===== config.mk =====
export PLATFORM = sky130hd
export DESIGN_NAME = pinned_page_cache_lookup
export DESIGN_NICKNAME = d
export VERILOG_FILES = /design/src/rtl/core/ppcl_pkg.sv /design/src/rtl/core/ppcl_ram.sv /design/src/rtl/core/pinned_page_cache_lookup.sv
export SDC_FILE = /design/constraint.sdc
export NUM_CORES = 1
export LEC_CHECK = 0
export ABC_AREA = 1
export BUFFER_PORTS_ARGS = -buffer_cell sky130_fd_sc_hd__buf_4
export CORE_ASPECT_RATIO = 1.4
export CORE_MARGIN = 2
export CORE_UTILIZATION = 45
export DETAILED_ROUTE_END_ITERATION = 12
export GPL_TIMING_DRIVEN = 0
export PLACE_DENSITY_LB_ADDON = 0.05
export SYNTH_ARGS = -nofsm -noshare
export SYNTH_HDL_FRONTEND = slang
export SYNTH_SLANG_ARGS = --single-unit

===== constraint.sdc =====
create_clock -name i_clk -period 10.7 [get_ports i_clk]
set_input_delay 1.605 -clock i_clk [delete_from_list [all_inputs] [get_ports i_clk]]
set_output_delay 1.605 -clock i_clk [all_outputs]
set_load 0.02 [all_outputs]

===== src/rtl/core/ppcl_pkg.sv =====
`default_nettype none

package ppcl_pkg;

    // Field widths of the request, result and configuration transfers.
    localparam int unsigned OFF_W    = 40;
    localparam int unsigned WITHIN_W = 12;
    localparam int unsigned LEFT_W   = 13;
    localparam int unsigned PAGE_W   = OFF_W - WITHIN_W;
    localparam int unsigned PIN_W    = 16;
    localparam int unsigned SLOT_W   = 3;
    localparam int unsigned STATUS_W = 3;

    // Chunk size in bytes; chunks start on multiples of it.
    localparam logic [LEFT_W-1:0] CHUNK_BYTES = LEFT_W'(2 ** WITHIN_W);

    // Pin counts saturate here.
    localparam logic [PIN_W-1:0] PIN_MAX = '1;

    // Default number of cache entries.
    localparam int unsigned POOL_ENTRIES_DEF = 8;

    // Request type codes.
    localparam logic REQ_ACQUIRE = 1'b0;
    localparam logic REQ_RELEASE = 1'b1;

    // Result status codes.
    typedef enum logic [STATUS_W-1:0] {
        ST_HIT        = 3'd0,
        ST_MISS       = 3'd1,
        ST_BEYOND     = 3'd2,
        ST_ALL_PINNED = 3'd3,
        ST_UNDERFLOW  = 3'd4
    } t_status;

    // Sequencer states.
    typedef enum logic [2:0] {
        S_IDLE,
        S_CHECK,
        S_REL_RD,
        S_SCAN,
        S_FIN
    } t_state;

    // Kind of result that the commit state produces.
    typedef enum logic [1:0] {
        FIN_BEYOND,
        FIN_REL_OOR,
        FIN_REL,
        FIN_ACQ
    } t_fin;

endpackage

`default_nettype wire


===== src/rtl/core/ppcl_ram.sv =====
`default_nettype none

module ppcl_ram #(
    parameter int unsigned WIDTH = 8,
    parameter int unsigned DEPTH = 8
) (
    input  logic                                            i_clk,
    input  logic                                            i_we,
    input  logic [((DEPTH > 1) ? $clog2(DEPTH) : 1)-1:0]    i_waddr,
    input  logic [WIDTH-1:0]                                i_wdata,
    input  logic [((DEPTH > 1) ? $clog2(DEPTH) : 1)-1:0]    i_raddr,
    output logic [WIDTH-1:0]                                o_rdata
);

    logic [WIDTH-1:0] r_mem [DEPTH];
    logic [WIDTH-1:0] r_rdata;

    // One write port and one registered read port.
    always_ff @(posedge i_clk) begin
        if (i_we) begin
            r_mem[i_waddr] <= i_wdata;
        end
        r_rdata <= r_mem[i_raddr];
    end

    assign o_rdata = r_rdata;

endmodule

`default_nettype wire


===== src/rtl/core/pinned_page_cache_lookup.sv =====
// Fully associative cache directory for 4096-byte chunks of a file, with a pin
// count per entry. An acquire either pins the entry that holds the page, or
// refills the first invalid or unpinned entry at or after the round-robin
// pointer and reports the evicted page, or reports that all entries are
// pinned; a release removes one pin from a slot. Page tags and pin counts sit
// in two memories with one write port and one read port each, which one
// sequencer walks one entry per cycle, so the block takes one request at a
// time. After an acquire transfer the input stays stalled through the check
// state, the scan (which ends early when the page hits) and the commit state.
// A release stalls it through the read state and the commit state, an offset
// at or beyond the file end through the check and commit states. The commit
// state also waits while the previous result is still stalled in the output
// register. A finished result waits in the output register while the next
// request is taken. The file size register may be written whenever the block
// is idle; its port is always ready.
`default_nettype none

module pinned_page_cache_lookup #(
    parameter int unsigned POOL_ENTRIES = ppcl_pkg::POOL_ENTRIES_DEF
) (
    input  logic                            i_clk,
    input  logic                            i_rst_n,
    // Configuration write channel.
    input  logic                            i_cfg_valid,
    output logic                            o_cfg_ready,
    input  logic [ppcl_pkg::OFF_W-1:0]      i_cfg_file_bytes,
    // Request channel.
    input  logic                            i_in_valid,
    output logic                            o_in_stall,
    input  logic                            i_req_type,
    input  logic [ppcl_pkg::OFF_W-1:0]      i_byte_offset,
    input  logic [ppcl_pkg::SLOT_W-1:0]     i_release_slot,
    // Result channel.
    output logic                            o_out_valid,
    input  logic                            i_out_stall,
    output logic [ppcl_pkg::STATUS_W-1:0]   o_status,
    output logic [ppcl_pkg::SLOT_W-1:0]     o_slot,
    output logic [ppcl_pkg::OFF_W-1:0]      o_page_base,
    output logic [ppcl_pkg::WITHIN_W-1:0]   o_within_offset,
    output logic [ppcl_pkg::LEFT_W-1:0]     o_bytes_left,
    output logic                            o_evicted_valid,
    output logic [ppcl_pkg::OFF_W-1:0]      o_evicted_base,
    output logic [ppcl_pkg::PIN_W-1:0]      o_pin_count
);

    localparam int unsigned IW = (POOL_ENTRIES > 1) ? $clog2(POOL_ENTRIES) : 1;
    localparam int unsigned SW = ppcl_pkg::SLOT_W;
    localparam int unsigned OW = ppcl_pkg::OFF_W;
    localparam int unsigned WW = ppcl_pkg::WITHIN_W;
    localparam int unsigned LW = ppcl_pkg::LEFT_W;
    localparam int unsigned PW = ppcl_pkg::PAGE_W;
    localparam int unsigned NW = ppcl_pkg::PIN_W;
    localparam logic [IW-1:0] LAST_IDX = IW'(POOL_ENTRIES - 1);

    // Control state.
    ppcl_pkg::t_state       r_state, n_state;
    ppcl_pkg::t_fin         r_fin, n_fin;
    logic [OW-1:0]          r_file_bytes;
    logic [POOL_ENTRIES-1:0] r_valid, n_valid;
    logic [IW-1:0]          r_vp, n_vp;
    logic                   r_out_valid, n_out_valid;

    // Request and scan working registers.
    logic [OW-1:0]          r_offset, n_offset;
    logic [SW-1:0]          r_rel_slot, n_rel_slot;
    logic [LW-1:0]          r_len, n_len;
    logic [IW-1:0]          r_cur, n_cur;
    logic [IW-1:0]          r_cnt, n_cnt;
    logic                   r_hit, n_hit;
    logic [IW-1:0]          r_idx, n_idx;
    logic [NW-1:0]          r_pins, n_pins;
    logic [PW-1:0]          r_pg, n_pg;
    logic                   r_vld, n_vld;
    logic                   r_cand_found, n_cand_found;
    logic [IW-1:0]          r_cand, n_cand;
    logic                   r_ev_valid, n_ev_valid;
    logic [PW-1:0]          r_ev_page, n_ev_page;

    // Result register.
    ppcl_pkg::t_status      r_status, n_status;
    logic [SW-1:0]          r_slot, n_slot;
    logic [OW-1:0]          r_page_base, n_page_base;
    logic [WW-1:0]          r_within, n_within;
    logic [LW-1:0]          r_left, n_left;
    logic                   r_evicted_valid, n_evicted_valid;
    logic [OW-1:0]          r_evicted_base, n_evicted_base;
    logic [NW-1:0]          r_pin_count, n_pin_count;

    // Memory ports.
    logic [IW-1:0]          ram_raddr;
    logic [PW-1:0]          rd_page;
    logic [NW-1:0]          rd_pins;
    logic                   page_we;
    logic                   pins_we;
    logic [IW-1:0]          pins_waddr;
    logic [NW-1:0]          pins_wdata;

    // Decoded request and scan conditions.
    logic [PW-1:0]          req_page;
    logic [WW-1:0]          req_within;
    logic [OW-1:0]          req_base;
    logic [OW-1:0]          span;
    logic [IW-1:0]          nxt_cur;
    logic                   cur_valid;
    logic                   scan_hit;
    logic                   scan_free;
    logic                   out_free;
    logic                   fin_go;
    logic                   fill_go;
    logic [NW-1:0]          hit_pins;

    assign req_page   = r_offset[OW-1:WW];
    assign req_within = r_offset[WW-1:0];
    assign req_base   = {req_page, {WW{1'b0}}};
    assign span       = r_file_bytes - req_base;
    assign nxt_cur    = (r_cur == LAST_IDX) ? '0 : r_cur + IW'(1);
    assign cur_valid  = r_valid[r_cur];
    assign scan_hit   = cur_valid && (rd_page == req_page);
    assign scan_free  = !cur_valid || (rd_pins == '0);
    assign out_free   = !r_out_valid || !i_out_stall;
    assign fin_go     = (r_state == ppcl_pkg::S_FIN) && out_free;
    assign fill_go    = fin_go && (r_fin == ppcl_pkg::FIN_ACQ) && !r_hit && r_cand_found;
    assign hit_pins   = (r_pins == ppcl_pkg::PIN_MAX) ? ppcl_pkg::PIN_MAX : r_pins + NW'(1);

    // Page tag and pin count stores, one entry per slot.
    ppcl_ram #(
        .WIDTH (PW),
        .DEPTH (POOL_ENTRIES)
    ) u_page_ram (
        .i_clk   (i_clk),
        .i_we    (page_we),
        .i_waddr (r_cand),
        .i_wdata (req_page),
        .i_raddr (ram_raddr),
        .o_rdata (rd_page)
    );

    ppcl_ram #(
        .WIDTH (NW),
        .DEPTH (POOL_ENTRIES)
    ) u_pins_ram (
        .i_clk   (i_clk),
        .i_we    (pins_we),
        .i_waddr (pins_waddr),
        .i_wdata (pins_wdata),
        .i_raddr (ram_raddr),
        .o_rdata (rd_pins)
    );

    // Read address: the released slot at transfer, the round-robin pointer in the check state, then the scan walk.
    always_comb begin
        unique case (r_state)
            ppcl_pkg::S_IDLE:  ram_raddr = IW'(i_release_slot);
            ppcl_pkg::S_CHECK: ram_raddr = r_vp;
            ppcl_pkg::S_SCAN:  ram_raddr = nxt_cur;
            default:           ram_raddr = r_cur;
        endcase
    end

    // Sequencer: next state, working registers, result and memory writes.
    always_comb begin
        n_state         = r_state;
        n_fin           = r_fin;
        n_valid         = r_valid;
        n_vp            = r_vp;
        n_out_valid     = r_out_valid && i_out_stall;
        n_offset        = r_offset;
        n_rel_slot      = r_rel_slot;
        n_len           = r_len;
        n_cur           = r_cur;
        n_cnt           = r_cnt;
        n_hit           = r_hit;
        n_idx           = r_idx;
        n_pins          = r_pins;
        n_pg            = r_pg;
        n_vld           = r_vld;
        n_cand_found    = r_cand_found;
        n_cand          = r_cand;
        n_ev_valid      = r_ev_valid;
        n_ev_page       = r_ev_page;
        n_status        = r_status;
        n_slot          = r_slot;
        n_page_base     = r_page_base;
        n_within        = r_within;
        n_left          = r_left;
        n_evicted_valid = r_evicted_valid;
        n_evicted_base  = r_evicted_base;
        n_pin_count     = r_pin_count;
        page_we         = 1'b0;
        pins_we         = 1'b0;
        pins_waddr      = r_idx;
        pins_wdata      = r_pins;

        unique case (r_state)
            ppcl_pkg::S_IDLE: begin
                if (i_in_valid) begin
                    n_offset   = i_byte_offset;
                    n_rel_slot = i_release_slot;
                    n_state    = (i_req_type == ppcl_pkg::REQ_RELEASE) ?
                                 ppcl_pkg::S_REL_RD : ppcl_pkg::S_CHECK;
                end
            end

            // Range check and chunk length, then start the scan at the pointer.
            ppcl_pkg::S_CHECK: begin
                if (r_offset >= r_file_bytes) begin
                    n_fin   = ppcl_pkg::FIN_BEYOND;
                    n_state = ppcl_pkg::S_FIN;
                end else begin
                    n_len        = (span > OW'(ppcl_pkg::CHUNK_BYTES)) ?
                                   ppcl_pkg::CHUNK_BYTES : span[LW-1:0];
                    n_cur        = r_vp;
                    n_cnt        = '0;
                    n_hit        = 1'b0;
                    n_cand_found = 1'b0;
                    n_state      = ppcl_pkg::S_SCAN;
                end
            end

            // Released slot data has arrived from the memories.
            ppcl_pkg::S_REL_RD: begin
                n_idx   = IW'(r_rel_slot);
                n_vld   = r_valid[IW'(r_rel_slot)];
                n_pins  = r_valid[IW'(r_rel_slot)] ? rd_pins : '0;
                n_pg    = rd_page;
                n_fin   = (32'(r_rel_slot) >= 32'(POOL_ENTRIES)) ?
                          ppcl_pkg::FIN_REL_OOR : ppcl_pkg::FIN_REL;
                n_state = ppcl_pkg::S_FIN;
            end

            // One entry per cycle: tag compare and first free entry.
            ppcl_pkg::S_SCAN: begin
                n_cur = nxt_cur;
                n_cnt = r_cnt + IW'(1);
                if (scan_hit) begin
                    n_hit   = 1'b1;
                    n_idx   = r_cur;
                    n_pins  = rd_pins;
                    n_fin   = ppcl_pkg::FIN_ACQ;
                    n_state = ppcl_pkg::S_FIN;
                end else begin
                    if (!r_cand_found && scan_free) begin
                        n_cand_found = 1'b1;
                        n_cand       = r_cur;
                        n_ev_valid   = cur_valid;
                        n_ev_page    = rd_page;
                    end
                    if (r_cnt == LAST_IDX) begin
                        n_fin   = ppcl_pkg::FIN_ACQ;
                        n_state = ppcl_pkg::S_FIN;
                    end
                end
            end

            // Commit the state change and load the result register.
            ppcl_pkg::S_FIN: begin
                if (out_free) begin
                    n_out_valid     = 1'b1;
                    n_state         = ppcl_pkg::S_IDLE;
                    n_status        = ppcl_pkg::ST_HIT;
                    n_slot          = '0;
                    n_page_base     = '0;
                    n_within        = '0;
                    n_left          = '0;
                    n_evicted_valid = 1'b0;
                    n_evicted_base  = '0;
                    n_pin_count     = '0;
                    case (r_fin)
                        ppcl_pkg::FIN_BEYOND: begin
                            n_status = ppcl_pkg::ST_BEYOND;
                        end
                        ppcl_pkg::FIN_REL_OOR: begin
                            n_status = ppcl_pkg::ST_UNDERFLOW;
                            n_slot   = r_rel_slot;
                        end
                        ppcl_pkg::FIN_REL: begin
                            n_slot      = r_rel_slot;
                            n_page_base = r_vld ? {r_pg, {WW{1'b0}}} : '0;
                            if (r_pins == '0) begin
                                n_status = ppcl_pkg::ST_UNDERFLOW;
                            end else begin
                                pins_we     = 1'b1;
                                pins_wdata  = r_pins - NW'(1);
                                n_pin_count = r_pins - NW'(1);
                            end
                        end
                        default: begin
                            if (r_hit) begin
                                pins_we     = 1'b1;
                                pins_wdata  = hit_pins;
                                n_slot      = SW'(r_idx);
                                n_page_base = req_base;
                                n_within    = req_within;
                                n_left      = r_len - LW'(req_within);
                                n_pin_count = hit_pins;
                            end else if (r_cand_found) begin
                                page_we         = 1'b1;
                                pins_we         = 1'b1;
                                pins_waddr      = r_cand;
                                pins_wdata      = NW'(1);
                                n_valid[r_cand] = 1'b1;
                                n_vp            = (r_cand == LAST_IDX) ?
                                                  '0 : r_cand + IW'(1);
                                n_status        = ppcl_pkg::ST_MISS;
                                n_slot          = SW'(r_cand);
                                n_page_base     = req_base;
                                n_within        = req_within;
                                n_left          = r_len - LW'(req_within);
                                n_evicted_valid = r_ev_valid;
                                n_evicted_base  = r_ev_valid ?
                                                  {r_ev_page, {WW{1'b0}}} : '0;
                                n_pin_count     = NW'(1);
                            end else begin
                                n_status = ppcl_pkg::ST_ALL_PINNED;
                                n_slot   = SW'(r_vp);
                            end
                        end
                    endcase
                end
            end

            default: begin
                n_state = ppcl_pkg::S_IDLE;
            end
        endcase
    end

    // Control registers.
    always_ff @(posedge i_clk) begin
        if (!i_rst_n) begin
            r_state      <= ppcl_pkg::S_IDLE;
            r_valid      <= '0;
            r_vp         <= '0;
            r_out_valid  <= 1'b0;
            r_file_bytes <= '0;
        end else begin
            r_state     <= n_state;
            r_valid     <= n_valid;
            r_vp        <= n_vp;
            r_out_valid <= n_out_valid;
            if (i_cfg_valid) begin
                r_file_bytes <= i_cfg_file_bytes;
            end
        end
    end

    // Working and result registers.
    always_ff @(posedge i_clk) begin
        r_fin           <= n_fin;
        r_offset        <= n_offset;
        r_rel_slot      <= n_rel_slot;
        r_len           <= n_len;
        r_cur           <= n_cur;
        r_cnt           <= n_cnt;
        r_hit           <= n_hit;
        r_idx           <= n_idx;
        r_pins          <= n_pins;
        r_pg            <= n_pg;
        r_vld           <= n_vld;
        r_cand_found    <= n_cand_found;
        r_cand          <= n_cand;
        r_ev_valid      <= n_ev_valid;
        r_ev_page       <= n_ev_page;
        r_status        <= n_status;
        r_slot          <= n_slot;
        r_page_base     <= n_page_base;
        r_within        <= n_within;
        r_left          <= n_left;
        r_evicted_valid <= n_evicted_valid;
        r_evicted_base  <= n_evicted_base;
        r_pin_count     <= n_pin_count;
    end

    // Port drivers.
    assign o_cfg_ready     = 1'b1;
    assign o_in_stall      = (r_state != ppcl_pkg::S_IDLE);
    assign o_out_valid     = r_out_valid;
    assign o_status        = r_status;
    assign o_slot          = r_slot;
    assign o_page_base     = r_page_base;
    assign o_within_offset = r_within;
    assign o_bytes_left    = r_left;
    assign o_evicted_valid = r_evicted_valid;
    assign o_evicted_base  = r_evicted_base;
    assign o_pin_count     = r_pin_count;

    // Entries never become invalid once filled.
    a_valid_sticky: assert property (@(posedge i_clk) disable iff (!i_rst_n)
        ((r_valid & ~n_valid) == '0))
        else $error("cache entry lost its valid bit");

    // The victim pointer moves only when a miss refills an entry.
    a_vp_on_fill: assert property (@(posedge i_clk) disable iff (!i_rst_n)
        (n_vp != r_vp) |-> fill_go)
        else $error("victim pointer moved without a refill");

    // A new result appears only after the commit state.
    a_out_from_fin: assert property (@(posedge i_clk) disable iff (!i_rst_n)
        $rose(r_out_valid) |-> ($past(r_state) == ppcl_pkg::S_FIN))
        else $error("result raised outside the commit state");

    // The scan pointer stays inside the pool.
    a_scan_bound: assert property (@(posedge i_clk) disable iff (!i_rst_n)
        (r_state == ppcl_pkg::S_SCAN) |-> ((r_cur <= LAST_IDX) && (r_cnt <= LAST_IDX)))
        else $error("scan index beyond the pool");

    // Memories are written only while committing.
    a_write_in_fin: assert property (@(posedge i_clk) disable iff (!i_rst_n)
        (pins_we || page_we) |-> fin_go)
        else $error("memory write outside the commit state");

endmodule

`default_nettype wire


==> run summary <==
The wire length of the first global-routing pass is 139 mm. Overall power consumption after layout is estimated at 7.73 mW. The wire length per cell is 23.6 um. STA classifies the critical path endpoint as a flop. The number of antenna violations at the first check in global routing came to 1. Counting cells, the worst reg-to-reg path comes to 9. The pin count of the biggest net entering global routing came out at 32. The remaining number of nets flagged by the antenna check after routing is 0. For this run, the total global-route usage over all layers was measured as 27.0%. Of the available clock period, the critical path in the final layout requires 40.7%. The post-route DRC violation count is 0. The most critical setup path has its startpoint at r_offset[34].

The arrival time at the worst endpoint is 4.61 ns. The number of primary I/O pins is 220. After routing the design area is 36400 um^2. The upper clock frequency limit came out at 0.230 GHz. The number of cells produced by synthesis is 2804. The leakage power figure is 14.1 nW. The count of unique library cells instantiated by Yosys came out at 48.

The worst-path maximum fanout came out at 13. Fill cells in the final layout number 6023. The number of buffers added to fix hold violations after cts came out at 0. The vertical die dimension is 314 um. Grouping stages by cell kind, the critical path spends the most delay in simple AND/OR/NAND/NOR gates. In the synthesized netlist the dominant register cell turns out to be edfxtp_1. The number of CTS-inserted buffers is 70.

The count of synthesis-stage warnings from yosys is 0. The via count of the first global-routing pass is 22300. In this run the number of cells on the critical path is 9. In the post-synthesis netlist, the biggest area contributors are edfxtp_1, dfxtp_1, o21ai_0. Setup repair after global routing left no endpoint under its margin. The biggest cell delay along the critical path came out at 0.77 ns.

The clock passes through at most 3 buffers. The share of layout cells above drive strength 1 came out at 15.3%. The post-synthesis average cell area is 11.0 um^2. The worst IR drop on VDD came out at 0.155 mV. The die outline width came out at 225 um.

The register area share after synthesis came out at 65.1%. The worst hold slack after final layout is 0.472 ns. The count of endpoints failing hold in the final timing report is 0. The starting DRC count in detailed routing came out at 1591. The final weighted congestion in routability-driven placement came out at 0.959. The post-CTS resize count came out at 0. Max-cap violations in this run came to 0. Measured against its own limit, the worst slew margin works out to 28.7%. The slew at the pin with the worst max-slew slack is 1.07 ns. The number of inserted diodes is 0. The total negative setup slack came out at 0 ns. The setup path with the least slack is of type reg -> reg. The starting density of the core came out at 45.4%.

Compared with the post-synthesis result, the final layout area differs by 18.0%. In the synthesized netlist the async set-or-reset flop fraction comes to 0%. Summed over all instances, the cell type with the most area after synthesis is edfxtp_1. The shortest period the worst path allows came out at 4.36 ns. The cell occurring most often along the worst timing path is nand2_1. The cell area reported after detailed placement came out at 34000 um^2. The via density per instance came out at 5.40. The worst hold path belongs to the class reg -> reg. The post-synth design cell area is 30800 um^2. The remaining global-route overflow is 0. The worst setup path is launched from a flop. The end of the worst register-to-register path is r_len[11]. The number of clock sinks is 701.

During placement, the flow inserted port buffers numbering 193. Summing over every cut layer, the via total after detailed routing is 21800. The number of setup buffers added after CTS is 0. The die covers 70700 um^2. TritonCTS built the clock tree. The run finished with clean final reports. The max-slew violation count is 0.

The worst path setup slack after routing is 6.34 ns. The half-perimeter wire length after placement is 71.7 mm. Dividing total power by cell area gives a power density of 212 nW/um^2.

In this run the register-to-register setup slack is 6.34 ns. The clock latency on the worst-skew pair came out at 0.63 ns. Prior to clock tree synthesis, the placed netlist has a worst setup slack of 5.88 ns. The first detailed-routing pass ran for 5 iterations.

The data required time of the worst path is 10.96 ns. For this run, the post-layout net count is 3300. The timing endpoint of the critical path is r_len[11]. The launch point of the worst hold path is r_valid[5]. The count of endpoints failing setup in the final report came out at 0. On the critical path, the stage with the largest delay is an instance of nand4_1. The root buffer selected by CTS is clkbuf_16. The post-detailed-routing wire length came out at 95.3 mm. Clock skew on the completed layout was measured at 0.0222 ns. The floorplan has 113 rows.

In this run, synthesis produced a sequential element count of 701. The number of levels the H-tree was split into came out at 3. The number of buffer and inverter instances along the worst setup path came out at 1.

In this run the biggest area consumer among cell types represents 58.6% of the synthesized area. In this run, synthesis inferred 602 flip-flops with an integrated enable. The core region is 67900 um^2. The critical path goes through ha_1 -> nand2_1 -> o21bai_1 -> a21boi_0 -> nor3_1 -> nand2_1 -> nor2_1 -> nand4_1 -> inv_1. The clock-pin slew on the worst setup and hold paths came out at 0.06 ns. The startpoint of the worst-slack reg-to-reg timing path is r_offset[34].
layout make-up:
class                      instances  area [um^2]  share of cell area (%)
buffer                           129          663                    1.82
tap                              862         1080                    2.96
multi-input combinational       1684         9130                    25.1
sequential                       701        20100                    55.1
inverter                         313         1180                    3.24
clock inverter                    35          440                    1.21
timing repair buffer             217         1890                    5.18
clock buffer                      95         1960                    5.38
kinds of logic (layout without fill, tap and decap cells):
logic type | Yosys count | in the layout | synth area share, %
other | 2 | 25 | 0.0244
adders and majority gates | 95 | 95 | 3.90
DFF | 701 | 701 | 65.1
xor gates and xnor gates | 39 | 39 | 1.11
and+or+nand+nor | 885 | 885 | 11.9
muxes | 44 | 44 | 1.61
AOI/OAI and AO/OA | 596 | 596 | 10.4
buffers and inverters | 442 | 789 | 5.98
report_power, final:
part           switching [mW]  internal, mW
Combinational            1.12         0.568
Clock                    1.08          1.52
Sequential              0.198          3.26
routing by layer:
| layer | track usage [%] | up-vias | part of all wire [%] |
|---|---|---|---|
| met5 | 0 | - | 0.014 |
| met4 | 11.7 | 2 | 4.0 |
| met3 | 3.11 | 186 | 4.5 |
| met2 | 51.1 | 719 | 54 |
| met1 | 30.4 | 10600 | 38 |
| li1 | - | 10300 | - |
worst register-to-register path: stages (launching register included):
cell and delay (ns):
edfxtp_1 0.69, ha_1 0.41, nand2_1 0.18, o21bai_1 0.13, a21boi_0 0.20, nor3_1 0.46
nand2_1 0.09, nor2_1 0.32, nand4_1 0.77, inv_1 0.72
flip-flops by register name, summed over array words and instances, names as in the netlist, 16 cells and up:
name	count
r_ev_page	28
u_pins_ram.r_mem	128
o_page_base	28
o_pin_count	16
r_offset	40
u_pins_ram.o_rdata	16
u_page_ram.o_rdata	28
r_pins	16
r_file_bytes	40
u_page_ram.r_mem	224
o_evicted_base	28
r_pg	28
cells in the mapped netlist, drive strengths merged (12+ instances only):
master    n
nand4    22
a21oi   134
mux2     44
edfxtp  602
nor2    384
nand3    96
clkbuf   68
xnor2    27
nand2   330
xor2     12
o21ai   331
dfxtp    99
buf      61
inv     311
o22ai    99
nor3     35
ha       93
per-stage QoR:
| step | util, % | cells |
|---|---|---|
| finish | 53.6 | 4036 |
| CTS | 53.6 | 4036 |
| global placement | 49.3 | 3882 |
| floorplan | - | 2827 |
| global route | 53.6 | 4036 |
| detailed placement | 50.1 | 3906 |
placed cells by master, fill, tap and decap left out, types with 22 or more instances in the layout:
cell type | Yosys | routed
edfxtp_1 | 602 | 602
nor2_1 | 376 | 357
nand2_1 | 329 | 329
o21ai_0 | 304 | 304
inv_1 | 303 | 303
buf_4 | 26 | 220
a21oi_1 | 134 | 133
dfxtp_1 | 99 | 99
o22ai_1 | 99 | 98
nand3_1 | 95 | 95
ha_1 | 93 | 93
clkbuf_1 | 68 | 85
clkbuf_16 | 0 | 73
mux2_2 | 44 | 44
nor3_1 | 29 | 29
buf_2 | 29 | 29
xnor2_1 | 27 | 27
conb_1 | 2 | 25
o21ai_1 | 23 | 23
nand4_1 | 22 | 22
worst min-delay path by stage:
stage                                   to  slack [ns]  cells past startpoint
after floorplan           r_file_bytes[39]        0.44                      2
after global placement          r_valid[1]        0.45                      2
after detailed placement        r_valid[5]        0.46                      2
after CTS                       r_valid[5]        0.48                      2
after global routing             r_cand[0]        0.51                      0
final                           r_valid[5]        0.47                      2
Power figures use the tool's default switching activity.
